## src/hdl/uhlc_pkg.sv

```systemverilog
// ----------------------------------------------------------------------------
// uhlc_pkg
// Types, widths and constants shared by the lift height controller.
// ----------------------------------------------------------------------------
package uhlc_pkg;

   // field widths
   localparam int ECHO_W      = 16;
   localparam int HEIGHT_W    = 14;
   localparam int GAIN_W      = 16;
   localparam int SF_W        = 10;
   localparam int FILT_W      = 32;
   localparam int FRAC_W      = 16;
   localparam int DIFF_W      = 34;  // echo<<16 minus filtered value, signed
   localparam int ACC_W       = 50;  // accumulator of the shared unit
   localparam int MLT_W       = 22;  // multiplier register width
   localparam int COUNT_W     = 5;

   // shift-add steps per pass, one per multiplier bit
   localparam int FILT_STEPS  = 16;  // filter gain
   localparam int SF_STEPS    = 10;  // sound factor
   localparam int RECIP_STEPS = 22;  // product after the pre-shift

   // configuration port
   localparam int CSR_IDX_W  = 3;
   localparam int CSR_DATA_W = 16;
   localparam logic [CSR_IDX_W-1:0] REG_FILTER_GAIN    = 3'd0;
   localparam logic [CSR_IDX_W-1:0] REG_SOUND_FACTOR   = 3'd1;
   localparam logic [CSR_IDX_W-1:0] REG_LOWEST_HEIGHT  = 3'd2;
   localparam logic [CSR_IDX_W-1:0] REG_HIGHEST_HEIGHT = 3'd3;
   localparam logic [CSR_IDX_W-1:0] REG_FIRST_PRESET   = 3'd4;
   localparam logic [CSR_IDX_W-1:0] REG_SECOND_PRESET  = 3'd5;

   // register reset values
   localparam logic [GAIN_W-1:0]   GAIN_RESET     = 16'd6554;
   localparam logic [SF_W-1:0]     SF_RESET       = 10'd347;
   localparam logic [HEIGHT_W-1:0] LOWEST_RESET   = 14'd500;
   localparam logic [HEIGHT_W-1:0] HIGHEST_RESET  = 14'd750;
   localparam logic [HEIGHT_W-1:0] FIRST_RESET    = 14'd550;
   localparam logic [HEIGHT_W-1:0] SECOND_RESET   = 14'd655;

   // height conversion
   localparam logic [HEIGHT_W-1:0] HEIGHT_RESET   = 14'd550;
   localparam int                  QUOT_W         = 16;
   localparam logic [QUOT_W-1:0]   HEIGHT_MAX     = 16'd16383;
   localparam int                  DIVISOR        = 2000;
   // x / 2000 == ((x >> 4) * ceil(2^29 / 125)) >> 29 for every x below 2^26
   localparam int                  RECIP_PRESHIFT = 4;
   localparam int                  RECIP_SHIFT    = 29;
   localparam logic [ACC_W-1:0]    RECIP_125      = ACC_W'(4294968);

   // item kinds
   localparam logic [1:0] MODE_ECHO   = 2'd0;
   localparam logic [1:0] MODE_GOTO   = 2'd1;
   localparam logic [1:0] MODE_PRESET = 2'd2;
   localparam logic [1:0] MODE_MANUAL = 2'd3;

   // manual direction codes
   localparam logic [1:0] DIR_UP   = 2'b01;
   localparam logic [1:0] DIR_DOWN = 2'b11;

   typedef logic [HEIGHT_W-1:0] height_type;
   typedef height_type preset_array_type [4];

   typedef struct packed {
      logic               start;
      logic [COUNT_W-1:0] last;   // index of the final step
   } arith_cmd_type;

   typedef struct packed {
      logic busy;
      logic done;
   } arith_stat_type;

endpackage

```

## src/hdl/uhlc_csr_regs.sv

```systemverilog
// ----------------------------------------------------------------------------
// uhlc_csr_regs
// Configuration registers: filter gain, sound factor and four height presets.
// ----------------------------------------------------------------------------
module uhlc_csr_regs (
   input  logic                             clock,
   input  logic                             reset,
   input  logic                             csr_write,
   input  logic [uhlc_pkg::CSR_IDX_W-1:0]   csr_index,
   input  logic [uhlc_pkg::CSR_DATA_W-1:0]  csr_data,
   output logic [uhlc_pkg::GAIN_W-1:0]      filter_gain,
   output logic [uhlc_pkg::SF_W-1:0]        sound_factor,
   output uhlc_pkg::preset_array_type       presets
);
   import uhlc_pkg::*;

   logic [GAIN_W-1:0] gain_ff;
   logic [SF_W-1:0]   sf_ff;
   preset_array_type  preset_ff;

   // register writes, out-of-range indexes are dropped
   always_ff @(posedge clock) begin
      if (reset) begin
         gain_ff      <= GAIN_RESET;
         sf_ff        <= SF_RESET;
         preset_ff[0] <= LOWEST_RESET;
         preset_ff[1] <= HIGHEST_RESET;
         preset_ff[2] <= FIRST_RESET;
         preset_ff[3] <= SECOND_RESET;
      end else if (csr_write) begin
         case (csr_index)
            REG_FILTER_GAIN:    gain_ff      <= csr_data[GAIN_W-1:0];
            REG_SOUND_FACTOR:   sf_ff        <= csr_data[SF_W-1:0];
            REG_LOWEST_HEIGHT:  preset_ff[0] <= csr_data[HEIGHT_W-1:0];
            REG_HIGHEST_HEIGHT: preset_ff[1] <= csr_data[HEIGHT_W-1:0];
            REG_FIRST_PRESET:   preset_ff[2] <= csr_data[HEIGHT_W-1:0];
            REG_SECOND_PRESET:  preset_ff[3] <= csr_data[HEIGHT_W-1:0];
            default: ;
         endcase
      end
   end

   assign filter_gain  = gain_ff;
   assign sound_factor = sf_ff;
   assign presets      = preset_ff;

endmodule

```

## src/hdl/uhlc_arith.sv

```systemverilog
// ----------------------------------------------------------------------------
// uhlc_arith
// Shared shift-add multiplier with accumulator preload, built around one
// accumulator adder, one multiplier bit per cycle.
// ----------------------------------------------------------------------------
module uhlc_arith (
   input  logic                          clock,
   input  logic                          reset,
   input  uhlc_pkg::arith_cmd_type       cmd,
   input  logic [uhlc_pkg::ACC_W-1:0]    operand,     // multiplicand, two's complement
   input  logic [uhlc_pkg::ACC_W-1:0]    preload,     // accumulator start
   input  logic [uhlc_pkg::MLT_W-1:0]    multiplier,
   output uhlc_pkg::arith_stat_type      stat,
   output logic [uhlc_pkg::ACC_W-1:0]    acc
);
   import uhlc_pkg::*;

   logic               busy_ff, busy_in;
   logic               done_ff, done_in;
   logic [COUNT_W-1:0] count_ff;
   logic [COUNT_W-1:0] last_ff;
   logic [ACC_W-1:0]   acc_ff;
   logic [ACC_W-1:0]   opd_ff;
   logic [MLT_W-1:0]   mlt_ff;

   logic [ACC_W-1:0]   addend;
   logic [ACC_W-1:0]   sum;

   // the one adder: add the multiplicand when the current multiplier bit is set
   always_comb begin
      addend = mlt_ff[0] ? opd_ff : '0;
      sum    = acc_ff + addend;
   end

   // control
   always_comb begin
      busy_in = busy_ff;
      done_in = 1'b0;
      if (cmd.start) begin
         busy_in = 1'b1;
      end else if (busy_ff && count_ff == last_ff) begin
         busy_in = 1'b0;
         done_in = 1'b1;
      end
   end

   always_ff @(posedge clock) begin
      if (reset) begin
         busy_ff <= 1'b0;
         done_ff <= 1'b0;
      end else begin
         busy_ff <= busy_in;
         done_ff <= done_in;
      end
   end

   // datapath
   always_ff @(posedge clock) begin
      if (cmd.start) begin
         count_ff <= '0;
         last_ff  <= cmd.last;
         acc_ff   <= preload;
         opd_ff   <= operand;
         mlt_ff   <= multiplier;
      end else if (busy_ff) begin
         count_ff <= count_ff + 1'b1;
         acc_ff   <= sum;
         opd_ff   <= opd_ff << 1;
         mlt_ff   <= mlt_ff >> 1;
      end
   end

   assign stat.busy = busy_ff;
   assign stat.done = done_ff;
   assign acc       = acc_ff;

endmodule

```

## src/hdl/ultrasonic_height_lift_control.sv

```systemverilog
// ----------------------------------------------------------------------------
// ultrasonic_height_lift_control
// Lift height controller: echo filter, height conversion and motor drive.
// ----------------------------------------------------------------------------
// Usage:
//   req_*  input stream, one transaction per echo sample or command; the kind
//          travels in req_tuser. Accepted only while the block is idle.
//   rsp_*  one result transaction per input: motor drive, height, seek flag.
//   csr_*  register writes, always ready; write only while idle, not checked.
// Sequence: a command (go to height, go to preset, manual) goes from idle
//   straight to evaluation and a registered result. An echo sample first
//   runs three passes of the shared multiplier (16-step filter, 10-step
//   sound factor, 22-step reciprocal of 2000), each a start state and a
//   wait state for its done strobe, then evaluation.
// Flow: one item at a time. The next item is taken as soon as the result
//   sits in the output register, so a slow receiver does not hold off the
//   next item, only the delivery of its result; that item then waits before
//   its result.
// Reset: registers take their default values, the filter is cleared, height
//   and goal read 550 mm, no seek, manual drive stop.
// ----------------------------------------------------------------------------
module ultrasonic_height_lift_control (
   input  logic                             clock,
   input  logic                             reset,
   // input stream
   input  logic                             req_tvalid,
   output logic                             req_tready,
   // echo_time[15:0], target_height[29:16], preset_index[31:30],
   // direction[33:32], zero pad [39:34]
   input  logic [39:0]                      req_tdata,
   // mode[1:0]
   input  logic [1:0]                       req_tuser,
   // result stream
   output logic                             rsp_tvalid,
   input  logic                             rsp_tready,
   // motor_up[0], motor_down[1], height_mm[15:2], seeking[16], zero pad [23:17]
   output logic [23:0]                      rsp_tdata,
   // configuration
   input  logic                             csr_valid,
   output logic                             csr_ready,
   input  logic [uhlc_pkg::CSR_IDX_W-1:0]   csr_index,
   input  logic [uhlc_pkg::CSR_DATA_W-1:0]  csr_data
);
   import uhlc_pkg::*;

   localparam logic [2:0] S_IDLE      = 3'd0;
   localparam logic [2:0] S_FILT_GO   = 3'd1;
   localparam logic [2:0] S_FILT_WAIT = 3'd2;
   localparam logic [2:0] S_HMUL_GO   = 3'd3;
   localparam logic [2:0] S_HMUL_WAIT = 3'd4;
   localparam logic [2:0] S_HDIV_GO   = 3'd5;
   localparam logic [2:0] S_HDIV_WAIT = 3'd6;
   localparam logic [2:0] S_EVAL      = 3'd7;

   // input fields
   logic [1:0]          in_mode;
   logic [ECHO_W-1:0]   in_echo;
   logic [HEIGHT_W-1:0] in_target;
   logic [1:0]          in_preset;
   logic [1:0]          in_dir;

   assign in_mode   = req_tuser;
   assign in_echo   = req_tdata[15:0];
   assign in_target = req_tdata[29:16];
   assign in_preset = req_tdata[31:30];
   assign in_dir    = req_tdata[33:32];

   // configuration registers
   logic [GAIN_W-1:0] filter_gain;
   logic [SF_W-1:0]   sound_factor;
   preset_array_type  presets;

   assign csr_ready = 1'b1;

   uhlc_csr_regs u_csr_regs (
      .clock        (clock),
      .reset        (reset),
      .csr_write    (csr_valid && csr_ready),
      .csr_index    (csr_index),
      .csr_data     (csr_data),
      .filter_gain  (filter_gain),
      .sound_factor (sound_factor),
      .presets      (presets)
   );

   // state
   logic [2:0]          state_ff, state_in;
   logic [ECHO_W-1:0]   echo_ff;
   logic [FILT_W-1:0]   filt_ff;
   logic [HEIGHT_W-1:0] meas_ff;
   logic [HEIGHT_W-1:0] goal_ff;
   logic                seek_ff;
   logic [1:0]          manual_ff;
   logic                rsp_valid_ff;
   logic [23:0]         rsp_data_ff;

   logic                in_fire;
   logic                out_free;

   assign req_tready = (state_ff == S_IDLE);
   assign in_fire    = req_tvalid && req_tready;
   assign out_free   = !rsp_valid_ff || rsp_tready;

   // shared arithmetic unit
   arith_cmd_type         arith_cmd;
   arith_stat_type        arith_stat;
   logic [ACC_W-1:0]      arith_operand;
   logic [ACC_W-1:0]      arith_preload;
   logic [MLT_W-1:0]      arith_mult;
   logic [ACC_W-1:0]      arith_acc;
   logic [QUOT_W-1:0]     height_quot;
   logic signed [DIFF_W-1:0] filt_diff;

   // sample in Q16.16 minus filtered value
   assign filt_diff = DIFF_W'({echo_ff, {FRAC_W{1'b0}}}) - DIFF_W'(filt_ff);

   // height in mm from the reciprocal product
   assign height_quot = arith_acc[RECIP_SHIFT +: QUOT_W];

   always_comb begin
      arith_cmd.start = 1'b0;
      arith_cmd.last  = '0;
      arith_operand   = '0;
      arith_preload   = '0;
      arith_mult      = '0;
      case (state_ff)
         S_FILT_GO: begin
            // floor((filt<<16 + diff*gain) / 2^16) is the new filter value
            arith_cmd.start = 1'b1;
            arith_cmd.last  = COUNT_W'(FILT_STEPS - 1);
            arith_operand   = {{(ACC_W-DIFF_W){filt_diff[DIFF_W-1]}}, filt_diff};
            arith_preload   = ACC_W'({filt_ff, {FRAC_W{1'b0}}});
            arith_mult      = MLT_W'(filter_gain);
         end
         S_HMUL_GO: begin
            arith_cmd.start = 1'b1;
            arith_cmd.last  = COUNT_W'(SF_STEPS - 1);
            arith_operand   = ACC_W'(filt_ff[FILT_W-1:FRAC_W]);
            arith_mult      = MLT_W'(sound_factor);
         end
         S_HDIV_GO: begin
            // divide by 2000: drop 4 bits, then multiply by the reciprocal of 125
            arith_cmd.start = 1'b1;
            arith_cmd.last  = COUNT_W'(RECIP_STEPS - 1);
            arith_operand   = RECIP_125;
            arith_mult      = arith_acc[RECIP_PRESHIFT +: MLT_W];
         end
         default: ;
      endcase
   end

   uhlc_arith u_arith (
      .clock      (clock),
      .reset      (reset),
      .cmd        (arith_cmd),
      .operand    (arith_operand),
      .preload    (arith_preload),
      .multiplier (arith_mult),
      .stat       (arith_stat),
      .acc        (arith_acc)
   );

   // sequencer
   always_comb begin
      state_in = state_ff;
      case (state_ff)
         S_IDLE: begin
            if (in_fire) begin
               state_in = (in_mode == MODE_ECHO) ? S_FILT_GO : S_EVAL;
            end
         end
         S_FILT_GO:   state_in = S_FILT_WAIT;
         S_FILT_WAIT: if (arith_stat.done) state_in = S_HMUL_GO;
         S_HMUL_GO:   state_in = S_HMUL_WAIT;
         S_HMUL_WAIT: if (arith_stat.done) state_in = S_HDIV_GO;
         S_HDIV_GO:   state_in = S_HDIV_WAIT;
         S_HDIV_WAIT: if (arith_stat.done) state_in = S_EVAL;
         S_EVAL:      if (out_free) state_in = S_IDLE;
         default:     state_in = S_IDLE;
      endcase
   end

   // drive evaluation
   logic drive_up, drive_down, seek_next;

   always_comb begin
      drive_up   = 1'b0;
      drive_down = 1'b0;
      seek_next  = seek_ff;
      if (seek_ff) begin
         if (goal_ff > meas_ff) begin
            drive_up = 1'b1;
         end else if (goal_ff < meas_ff) begin
            drive_down = 1'b1;
         end else begin
            seek_next = 1'b0;
         end
      end else begin
         drive_up   = (manual_ff == DIR_UP);
         drive_down = (manual_ff == DIR_DOWN);
      end
   end

   // control and state registers
   always_ff @(posedge clock) begin
      if (reset) begin
         state_ff     <= S_IDLE;
         filt_ff      <= '0;
         meas_ff      <= HEIGHT_RESET;
         goal_ff      <= HEIGHT_RESET;
         seek_ff      <= 1'b0;
         manual_ff    <= '0;
         rsp_valid_ff <= 1'b0;
      end else begin
         state_ff <= state_in;
         // result valid: load on evaluation, clear once taken
         if (state_ff == S_EVAL && out_free) begin
            rsp_valid_ff <= 1'b1;
         end else if (rsp_tready) begin
            rsp_valid_ff <= 1'b0;
         end
         case (state_ff)
            S_IDLE: begin
               if (in_fire) begin
                  case (in_mode)
                     MODE_GOTO: begin
                        goal_ff <= in_target;
                        seek_ff <= 1'b1;
                     end
                     MODE_PRESET: begin
                        goal_ff <= presets[in_preset];
                        seek_ff <= 1'b1;
                     end
                     MODE_MANUAL: begin
                        manual_ff <= in_dir;
                        seek_ff   <= 1'b0;
                     end
                     default: ;
                  endcase
               end
            end
            S_FILT_WAIT: begin
               if (arith_stat.done) begin
                  filt_ff <= arith_acc[FILT_W+FRAC_W-1:FRAC_W];
               end
            end
            S_HDIV_WAIT: begin
               if (arith_stat.done) begin
                  meas_ff <= (height_quot > HEIGHT_MAX) ? HEIGHT_MAX[HEIGHT_W-1:0]
                                                        : height_quot[HEIGHT_W-1:0];
               end
            end
            S_EVAL: begin
               if (out_free) begin
                  seek_ff <= seek_next;
               end
            end
            default: ;
         endcase
      end
   end

   // echo sample capture
   always_ff @(posedge clock) begin
      if (in_fire) begin
         echo_ff <= in_echo;
      end
   end

   // result register
   always_ff @(posedge clock) begin
      if (state_ff == S_EVAL && out_free) begin
         rsp_data_ff <= {7'd0, seek_next, meas_ff, drive_down, drive_up};
      end
   end

   assign rsp_tvalid = rsp_valid_ff;
   assign rsp_tdata  = rsp_data_ff;

endmodule

```

## config.mk

```make
export PLATFORM = sky130hd
export DESIGN_NAME = ultrasonic_height_lift_control
export DESIGN_NICKNAME = d
export VERILOG_FILES = /design/src/hdl/uhlc_pkg.sv /design/src/hdl/uhlc_csr_regs.sv /design/src/hdl/uhlc_arith.sv /design/src/hdl/ultrasonic_height_lift_control.sv
export SDC_FILE = /design/constraint.sdc
export NUM_CORES = 1
export LEC_CHECK = 0
export ABC_AREA = 1
export BUFFER_PORTS_ARGS = -buffer_cell sky130_fd_sc_hd__buf_2
export CORE_ASPECT_RATIO = 0.5
export CORE_MARGIN = 2
export CORE_UTILIZATION = 45
export DETAILED_ROUTE_END_ITERATION = 6
export GPL_TIMING_DRIVEN = 0
export HOLD_SLACK_MARGIN = 0.1
export PLACE_DENSITY = 0.63
export RECOVER_POWER = 100
export SLEW_MARGIN = 20
export SYNTH_ARGS = -nofsm -noshare
export SYNTH_HDL_FRONTEND = slang
export SYNTH_SLANG_ARGS = --single-unit
```

## constraint.sdc

```tcl
create_clock -name clock -period 6 [get_ports clock]
set_clock_uncertainty 0.1 [all_clocks]
set_input_delay 0.6 -clock clock [delete_from_list [all_inputs] [get_ports clock]]
set_output_delay 0.6 -clock clock [all_outputs]
set_load 0.01 [all_outputs]
```

======== Word-level counts from Yosys, hierarchy flattened ========
Cells that the tools add are included.
word-level totals
  output and inout bits ................... 27
  logic and storage cells ................. 120
  bits in registers ....................... 316
  bits of input ports ..................... 66
operators by class
  multiplexer cells ....................... 39
  reduce and logical (&&, ||, !) cells .... 27
  order comparisons ....................... 4
  bitwise gates (word level) .............. 1
  equality and inequality tests ........... 24
  add/subtract/negate cells ............... 3
operators with widths
  cell                                                  number
  two-way mux 50 bit                                    5
  case mux 50 bit (3 select lines)                      1
  case mux 22 bit (3 select lines)                      1
  adder 50 bit                                          1
  two-way mux 48 bit                                    1
  two-way mux 22 bit                                    2
  two-way mux 14 bit                                    3
  subtractor 32 x 32 -> 33 bit                          1
  binary-select mux 14 bit (select 2 bit)               1
  case mux 14 bit (2 select lines)                      1
  case mux 3 bit (8 select lines)                       1
  == test 3 bit, second input constant                  6
  two-way mux 3 bit                                     6
  case mux 6 bit (3 select lines)                       1
  > comparator 16 x 14 -> 1 bit, second input constant  1
  AND reduction 2 bit                                   8
  > comparator 14 bit                                   1
  < comparator 14 bit                                   1
  two-way mux 1 bit                                     14
  == test 3 x 2 -> 1 bit, second input constant         4
  nonzero test 2 bit                                    5
  != test 2 x 1 -> 1 bit, second input constant         4
  == test 2 bit, second input constant                  3
  == test 3 x 1 -> 1 bit, second input constant         2
  other kinds (17)                                      24

======== Longest topological paths before layout ========
Gate-level depths: netlist of the first run.
  depth in word-level cells ............... 6
  depth in mapped cells ................... 18
  mapped depth without buffers ............ 16

======== Hierarchy ========
Synthesis of the first run repeated with hierarchy kept, for this count alone.
unflattened totals
  cells, all modules ...................... 2,913
  area, all modules ....................... 20,020.5 sq um
by module, submodules not included
  module                          area each (sq um)  instances  seq. area each (sq um)  cells each
  uhlc_arith                      10,354.9           1          3,953.8                 1,538
  ultrasonic_height_lift_control  6,523.8            1          2,332.2                 935
  uhlc_csr_regs                   3,141.8            1          1,641.6                 440

======== Least setup slack after synthesis of the first run ========
Ideal clock, no wire load.
  kind .................................... reg-to-reg
  start point ............................. register state_ff[0]
  end point ............................... register u_arith.acc_ff[0], in the netlist u_arith.acc[0] (enable)
  clock period less this slack ............ 4.013 ns
  setup slack ............................. 1.987 ns
  library setup time ...................... 0.482 ns
  stages on the path, launching flop included .. 6
  required time ........................... 5.418 ns
  path buffers ............................ 1
  arrival ................................. 3.431 ns
  path through ............................ dfxtp_1 -> inv_2 -> nor2_1 -> nor2_2 -> buf_4 -> nand2_1
on the way
  word-level cells in the longest chain between the ends .. 3
  elaborated cells on any way between the ends .. 5
  those cells by class .................... 3 x eq/ne; 1 x mux; 1 x reduce/logical
RTL lines
  what                                     line                                   RTL
  from (decl)                              ultrasonic_height_lift_control.sv:87   logic [2:0] state_ff, state_in;
  from (signal assigned)                   ultrasonic_height_lift_control.sv:215  state_ff <= state_in;
  == test 3 bit (tied with other cells)    ultrasonic_height_lift_control.sv:126  case (state_ff)
  case mux 6 bit (3 select lines) (*)      ultrasonic_height_lift_control.sv:126
  nonzero test 2 bit (no source line) (*)  --
  to (signal assigned)                     uhlc_arith.sv:62                       acc_ff <= preload;
  to (signal assigned)                     uhlc_arith.sv:67                       acc_ff <= sum;
  to (decl)                                uhlc_arith.sv:22                       logic [ACC_W-1:0] acc_ff;
Every way passes the cells marked *; elsewhere a longest branch is shown, timed or not.
A chain may end at the register's enable or synchronous reset.

======== Worst setup path after layout of the first run ========
  start point ............................. register state_ff[1]
  end point ............................... register u_arith.busy_ff
on the way
  word-level cells in the longest chain between the ends .. 3
  elaborated cells on any way between the ends .. 6
  those cells by class .................... 3 x eq/ne; 2 x mux; 1 x reduce/logical
RTL lines
  what                                                            line                                   RTL
  == test 3 bit (tied with other cells)                           ultrasonic_height_lift_control.sv:126
  case mux 6 bit (3 select lines) (*)                             ultrasonic_height_lift_control.sv:126
  two-way mux 1 bit / nonzero test 2 bit (equally long branches)  --
  to (signal assigned)                                            uhlc_arith.sv:52                       busy_ff <= busy_in;
  to (decl)                                                       uhlc_arith.sv:18                       logic busy_ff, busy_in;
Marks and branches as above.

==> out/qor.txt, run 1 <==
CTS tree: built
Worst Setup Start Kind: register
antenna-violating nets left: 0
die width: 291 um
CP arrival: 4790 ps
Top FF cell, synth: edfxtp_1
finished layout cell area: 0.0208 mm^2
cell count after synthesis: 2,621
CTS Buf Count: 30
vias per inst: 5.28
most frequent cells in the layout: nand2_1, inv_1, nor2_1, o21ai_0
I/O Buffers: 78
antenna violations before repair: 6
total power: 10,900 uW
Setup crit end kind: register
final hold violation count: 0
Post-Place Cell Area: 0.0196 mm^2
initial core utilization: 45.7%
via count: 17,559
failing checks: max-capacitance violations, max-slew violations
overall global routing resource usage: 28.8%
Clock Tree Root: clkbuf_16
I/O pin cnt: 93
DIE HEIGHT: 147 um
WS Path Type: reg -> reg
H-tree depth: 1
Core Region: 0.0405 mm^2
Peak VDD IR: 0.266 mV
clk_lat worst skew: 620 ps
hold crit path type: in -> reg
layout cell share with drive strength beyond 1: 5.25%
RSZ-0062 raised after global routing: false
Rel. slew slack: -27.8%
# nets final: 2,905
Yosys warning count: 0
Yosys top cell area share: 25.3%
num rows: 52
minimum clock period: 4440 ps
Max Cap Viol: 2
wire per inst: 18.9 um
status: finished, violations left
largest net degree at the start of global routing: 44
Pre-antenna DRT Iters: 6
Synth Cell Area: 0.0185 mm^2
Critical Path RT: 6340 ps
Crit path largest cell delay: 1190 ps
Unique masters post-synth: 46
Final Cycle Share: 74.1%
f_max: 225 MHz
Mean Syn Cell Area: 7.06 um^2
most frequent CP cell: nor2_1
clk buf depth: 3
Critical-path top delay cell: nand2_1
Multi-input gate area: 0.00872 mm^2
fill count: 4,160
Seq cells post-synth: 312
top cells by area, synth: edfxtp_1, dfxtp_1, nand2_1
GP Congestion: 0.982
DIE AREA: 0.0428 mm^2
Post-Layout Cell Count: 3,326
vias in the first global route: 15,764
CTS clock-pin slew for the worst setup and hold paths: 70 ps
area leader, netlist: edfxtp_1
Pleak: 0.00998 uW
setup_tns: 0 ps
asr flop ratio synth: 0%
Inst Count DP: 3,247
Overflow after GRT: 0
Storage cell area: 0.00781 mm^2
Setup-failing EPs final: 0
Area Overhead vs Synth: 12.5%
slew at the pin with the worst max-slew slack: 1910 ps
crit-path max FO: 43
final WL: 62,800 um
first-pass GRT wire length: 93,400 um
pwr dens: 524 mW/mm^2
sequential share of the synthesized area: 42.2%
crit-path cells: nor2_1 > nor2_1 > clkbuf_1 > nand2_1 > buf_16 > buf_12 > nand3_1 > inv_1
Residual DRC: 0
HPWL after detailed placement: 49,400 um
Post-synth EDFFs: 156
leading cell type in the layout, fill and taps excluded: nand2_1
CTS Sinks: 312
Slew Limit Fails: 55
DRT iter0 DRCs: 1,712
## Yosys cell counts, types with 8 or more instances
| cell type | number |
|---|---|
| buf_4 | 13 |
| xor2_1 | 8 |
| a211oi_1 | 10 |
| ha_1 | 82 |
| nand4_1 | 26 |
| buf_2 | 19 |
| o21ai_0 | 182 |
| o22ai_1 | 20 |
| clkbuf_1 | 50 |
| nor2_1 | 278 |
| edfxtp_1 | 156 |
| o21ai_1 | 11 |
| nand2_1 | 799 |
| a21oi_1 | 148 |
| inv_1 | 390 |
| nand3_1 | 136 |
| inv_2 | 9 |
| nor3_1 | 26 |
| o211ai_1 | 22 |
| dfxtp_1 | 156 |
| nor2_2 | 10 |
## final timing paths
path,cells past startpoint,from,to,slack [ps]
setup reg to reg,8,state_ff[1]$_SDFFE_PP0P_,u_arith.busy_ff$_SDFFE_PP0P_,1560
setup / recovery,8,state_ff[1]$_SDFFE_PP0P_,u_arith.busy_ff$_SDFFE_PP0P_,1560
hold / removal,3,csr_data[15],u_csr_regs.filter_gain[15]$_SDFFE_PP0P_,130
hold reg to reg,0,meas_ff[5]$_SDFFE_PP1P_,rsp_tdata[7]$_DFFE_PP_,340
## repair_timing
item / in CTS / in global routing
endpoints found under the hold margin: 17 / 0
hold buffers: 17 / 0
buffers inserted: 0 / 0
gates resized for setup: 0 / 0
## kinds of logic (layout without fill, tap and decap cells)
family / Yosys count / count (layout) / synth area share, %
adder cells (fa/ha/maj): 83 / 83 / 5.66
AND/OR/NAND/NOR: 1299 / 1299 / 28.5
XOR/XNOR: 13 / 13 / 0.616
buffers and inverters: 490 / 643 / 10.5
AO/OA/AOI/OAI: 422 / 422 / 12.5
other: 2 / 14 / 0.0406
flip-flops: 312 / 312 / 42.2
## final cells by class
class / count / share of cell area, %
antenna: 6 / 0.0721
buffer: 86 / 1.89
clock buffer: 32 / 3.79
clock inverter: 24 / 1.52
inverter: 404 / 7.29
multi-input combinational: 1825 / 41.9
sequential: 312 / 37.5
tap: 540 / 3.25
timing repair buffer: 97 / 2.79
## report_power, final
| group | internal [uW] | total [uW] | switching (uW) |
|---|---|---|---|
| sequential | 3220 | 3790 | 577 |
| combinational | 1480 | 4980 | 3500 |
| clock | 1220 | 2140 | 916 |
| total | 5920 | 10900 | 4990 |
## worst max-delay path, delay by kind of cell, from the launching register on
| kind | cells | cell delay, ps |
|---|---|---|
| buffers and inverters | 4 | 1640 |
| and+or+nand+nor | 4 | 1880 |
| DFF | 1 | 580 |
## state kept, by name, indices dropped and copies added (netlist names)
signal	count
manual_ff	2
state_ff	3
u_arith.done_ff	1
u_arith.opd_ff	48
meas_ff	14
u_csr_regs.sound_factor	10
seek_ff	1
goal_ff	14
u_arith.mlt_ff	22
rsp_tvalid	1
u_arith.busy_ff	1
echo_ff	16
u_arith.last_ff	5
rsp_tdata	17
u_csr_regs.filter_gain	16
filt_ff	32
u_arith.count_ff	5
u_arith.acc	48
u_csr_regs.presets	56
## layer usage
layer	track usage, %	part of all wire, %
met2	42.1	41
met1	41.3	45
met3	8.58	12
met5	0	0
met4	7.51	2.4
## stage by stage
step,worst slack (ps),utilization [%],hold slack (ps)
2_1_floorplan,1990,-,308
3_3_place_gp,163,48.4,321
3_5_place_dp,2140,48.5,319
4_1_cts,2090,51.7,101
5_1_grt,1300,51.4,119
6_report,1560,51.4,125
No activity file was read; power rests on OpenSTA's default activity.
==> inputs of run 2 (changes only) <==
Clock period 6 ns to 4.5 ns, I/O delays scaled along.
==> out/qor.txt, run 2 (synthesized netlist as in run 1, its figures left out) <==
status: finished, violations left (unchanged)
failing checks: max-capacitance violations, max-slew violations (unchanged)
crit-path max FO: 10 (was 43)
Inst Count DP: 3,247 (unchanged)
Slew Limit Fails: 19 (was 55)
overall global routing resource usage: 28.9% (was 28.8%)
# nets final: 2,937 (was 2,905)
Pleak: 0.0101 uW (was 0.00998 uW)
most frequent cells in the layout: nand2_1, inv_1, nor2_1, o21ai_0 (unchanged)
via count: 17,713 (was 17,559)
Setup crit end kind: register (unchanged)
Post-Layout Cell Count: 3,359 (was 3,326)
Rel. slew slack: -27.6% (was -27.8%)
Area Overhead vs Synth: 14.4% (was 12.5%)
most frequent CP cell: nand2_1 (was nor2_1)
Pre-antenna DRT Iters: 5 (was 6)
CP arrival: 4270 ps (was 4790 ps)
DIE HEIGHT: 147 um (unchanged)
first-pass GRT wire length: 93,900 um (was 93,400 um)
initial core utilization: 45.7% (unchanged)
Post-Route Utilization: 52.3% (was 51.4%)
Peak VDD IR: 0.342 mV (was 0.266 mV)
leading cell type in the layout, fill and taps excluded: nand2_1 (unchanged)
max reg flops: 56 (unchanged)
antenna-violating nets left: 0 (unchanged)
GP Congestion: 0.982 (unchanged)
Clock Tree Root: clkbuf_16 (unchanged)
hold_sp: csr_data[2] (was csr_data[15])
num rows: 52 (unchanged)
Core Region: 0.0405 mm^2 (unchanged)
Critical-path top delay cell: clkbuf_1 (was nand2_1)
slew at the pin with the worst max-slew slack: 1910 ps (about the same)
CTS clock-pin slew for the worst setup and hold paths: 70 ps (about the same)
largest net degree at the start of global routing: 44 (unchanged)
Final Cycle Share: 89.8% (was 74.1%)
CTS Sinks: 312 (unchanged)
setup_tns: 0 ps (unchanged)
Critical Path RT: 4730 ps (was 6340 ps)
Overflow after GRT: 0 (unchanged)
clk buf depth: 3 (unchanged)
finished layout cell area: 0.0212 mm^2 (was 0.0208 mm^2)
minimum clock period: 4040 ps (was 4440 ps)
HPWL after detailed placement: 49,400 um (unchanged)
clk_lat worst skew: 620 ps (about the same)
Worst Setup Start Kind: register (unchanged)
hold crit path type: in -> reg (unchanged)
f_max: 248 MHz (was 225 MHz)
CTS Buf Count: 30 (unchanged)
WS Path Type: reg -> reg (unchanged)
Setup-failing EPs final: 0 (unchanged)
pwr dens: 689 mW/mm^2 (was 524 mW/mm^2)
I/O pin cnt: 93 (unchanged)
CP startpoint: u_arith.mlt_ff[0]$_DFFE_PP_ (was state_ff[1]$_SDFFE_PP0P_)
vias per inst: 5.27 (was 5.28)
total power: 14,600 uW (was 10,900 uW)
final WL: 63,200 um (was 62,800 um)
DRT iter0 DRCs: 1,650 (was 1,712)
Crit path largest cell delay: 650 ps (was 1190 ps)
Residual DRC: 0 (unchanged)
I/O Buffers: 78 (unchanged)
crit-path cells: clkbuf_1 > clkbuf_1 > nand2_1 > inv_1 > ha_1 > nand2_1 > nand3_1 > nand2_1 > nand2_1 > nand2_1 > nand3_1 > nand2_1 > nand3_1 > nand3_1 > nand2_1 (was nor2_1 > nor2_1 > clkbuf_1 > nand2_1 > buf_16 > buf_12 > nand3_1 > inv_1)
final hold violation count: 0 (unchanged)
Post-Place Cell Area: 0.0196 mm^2 (unchanged)
setup repair bufs after CTS: 0 (unchanged)
DIE AREA: 0.0428 mm^2 (unchanged)
layout cell share with drive strength beyond 1: 5.41% (was 5.25%)
RSZ-0062 raised after global routing: false (unchanged)
antenna violations before repair: 6 (unchanged)
CTS tree: built (unchanged)
Max Cap Viol: 1 (was 2)
vias in the first global route: 15,879 (was 15,764)
worst r2r src: u_arith.mlt_ff[0]$_DFFE_PP_ (was state_ff[1]$_SDFFE_PP0P_)
H-tree depth: 1 (unchanged)
wire per inst: 18.8 um (was 18.9 um)
die width: 291 um (unchanged)
run 2: changes by cell type in the layout (fill, tap and decap cells not counted), sizes merged:
cell | before | now
buf | 80 | 82
diode | 6 | 7
dlygate4sd3 | 17 | 49
clkbuf | 118 | 116
run 2: what timing repair did:
action | in CTS | in global routing
gates resized for setup | 0 | 0
hold buffers | 49 | 0
hold endpoints to repair | 110 | 0
run 2: power by group:
group	total [uW]	internal, uW	switching (uW)
sequential	5050	4280	775
clock	2850	1630	1220
combinational	6670	2000	4670
total	14600	7910	6670
run 2: stage by stage:
| stage | worst slack [ps] | hold WS [ps] |
|---|---|---|
| floorplan | 487 | 308 |
| global placement | -1340 | 321 |
| detailed placement | 636 | 319 |
| CTS | 589 | 104 |
| global route | 238 | 132 |
| finish | 460 | 120 |
run 2: area by class of cell:
type,count,area (um^2)
diodes,7,17.5
plain buffers,86,394
clock buffers,32,790
clock inverters,24,317
fillers,4132,19300
inverters,404,1520
multi-input cells,1825,8730
flip-flops and latches,312,7810
well taps,540,676
repair buffers,129,903
run 2: critical path, delay by kind of cell, from the launching register on:
family | cells | cell delay, ps
flip-flops | 1 | 540
AND/OR/NAND/NOR | 11 | 1470
adder cells (fa/ha/maj) | 1 | 300
buffers and inverters | 3 | 1330
run 2: path summary, 6_finish.rpt:
kind | to | slack [ps] | cells past startpoint
worst min-delay path | u_csr_regs.presets[30]$_SDFFE_PP1P_ | 120 | 3
worst max register to register | u_arith.acc[39]$_DFFE_PP_ | 460 | 15
worst min register to register | rsp_tdata[7]$_DFFE_PP_ | 340 | 0
worst max-delay path | u_arith.acc[39]$_DFFE_PP_ | 460 | 15
run 2: metal layers:
metal	GRT usage [%]	wire (um)	vias to the layer above
met5	0	0	-
met4	7.51	1640	0
met3	8.56	7300	95
met2	42.5	25900	770
met1	41.3	28300	8068
li1	-	-	8780
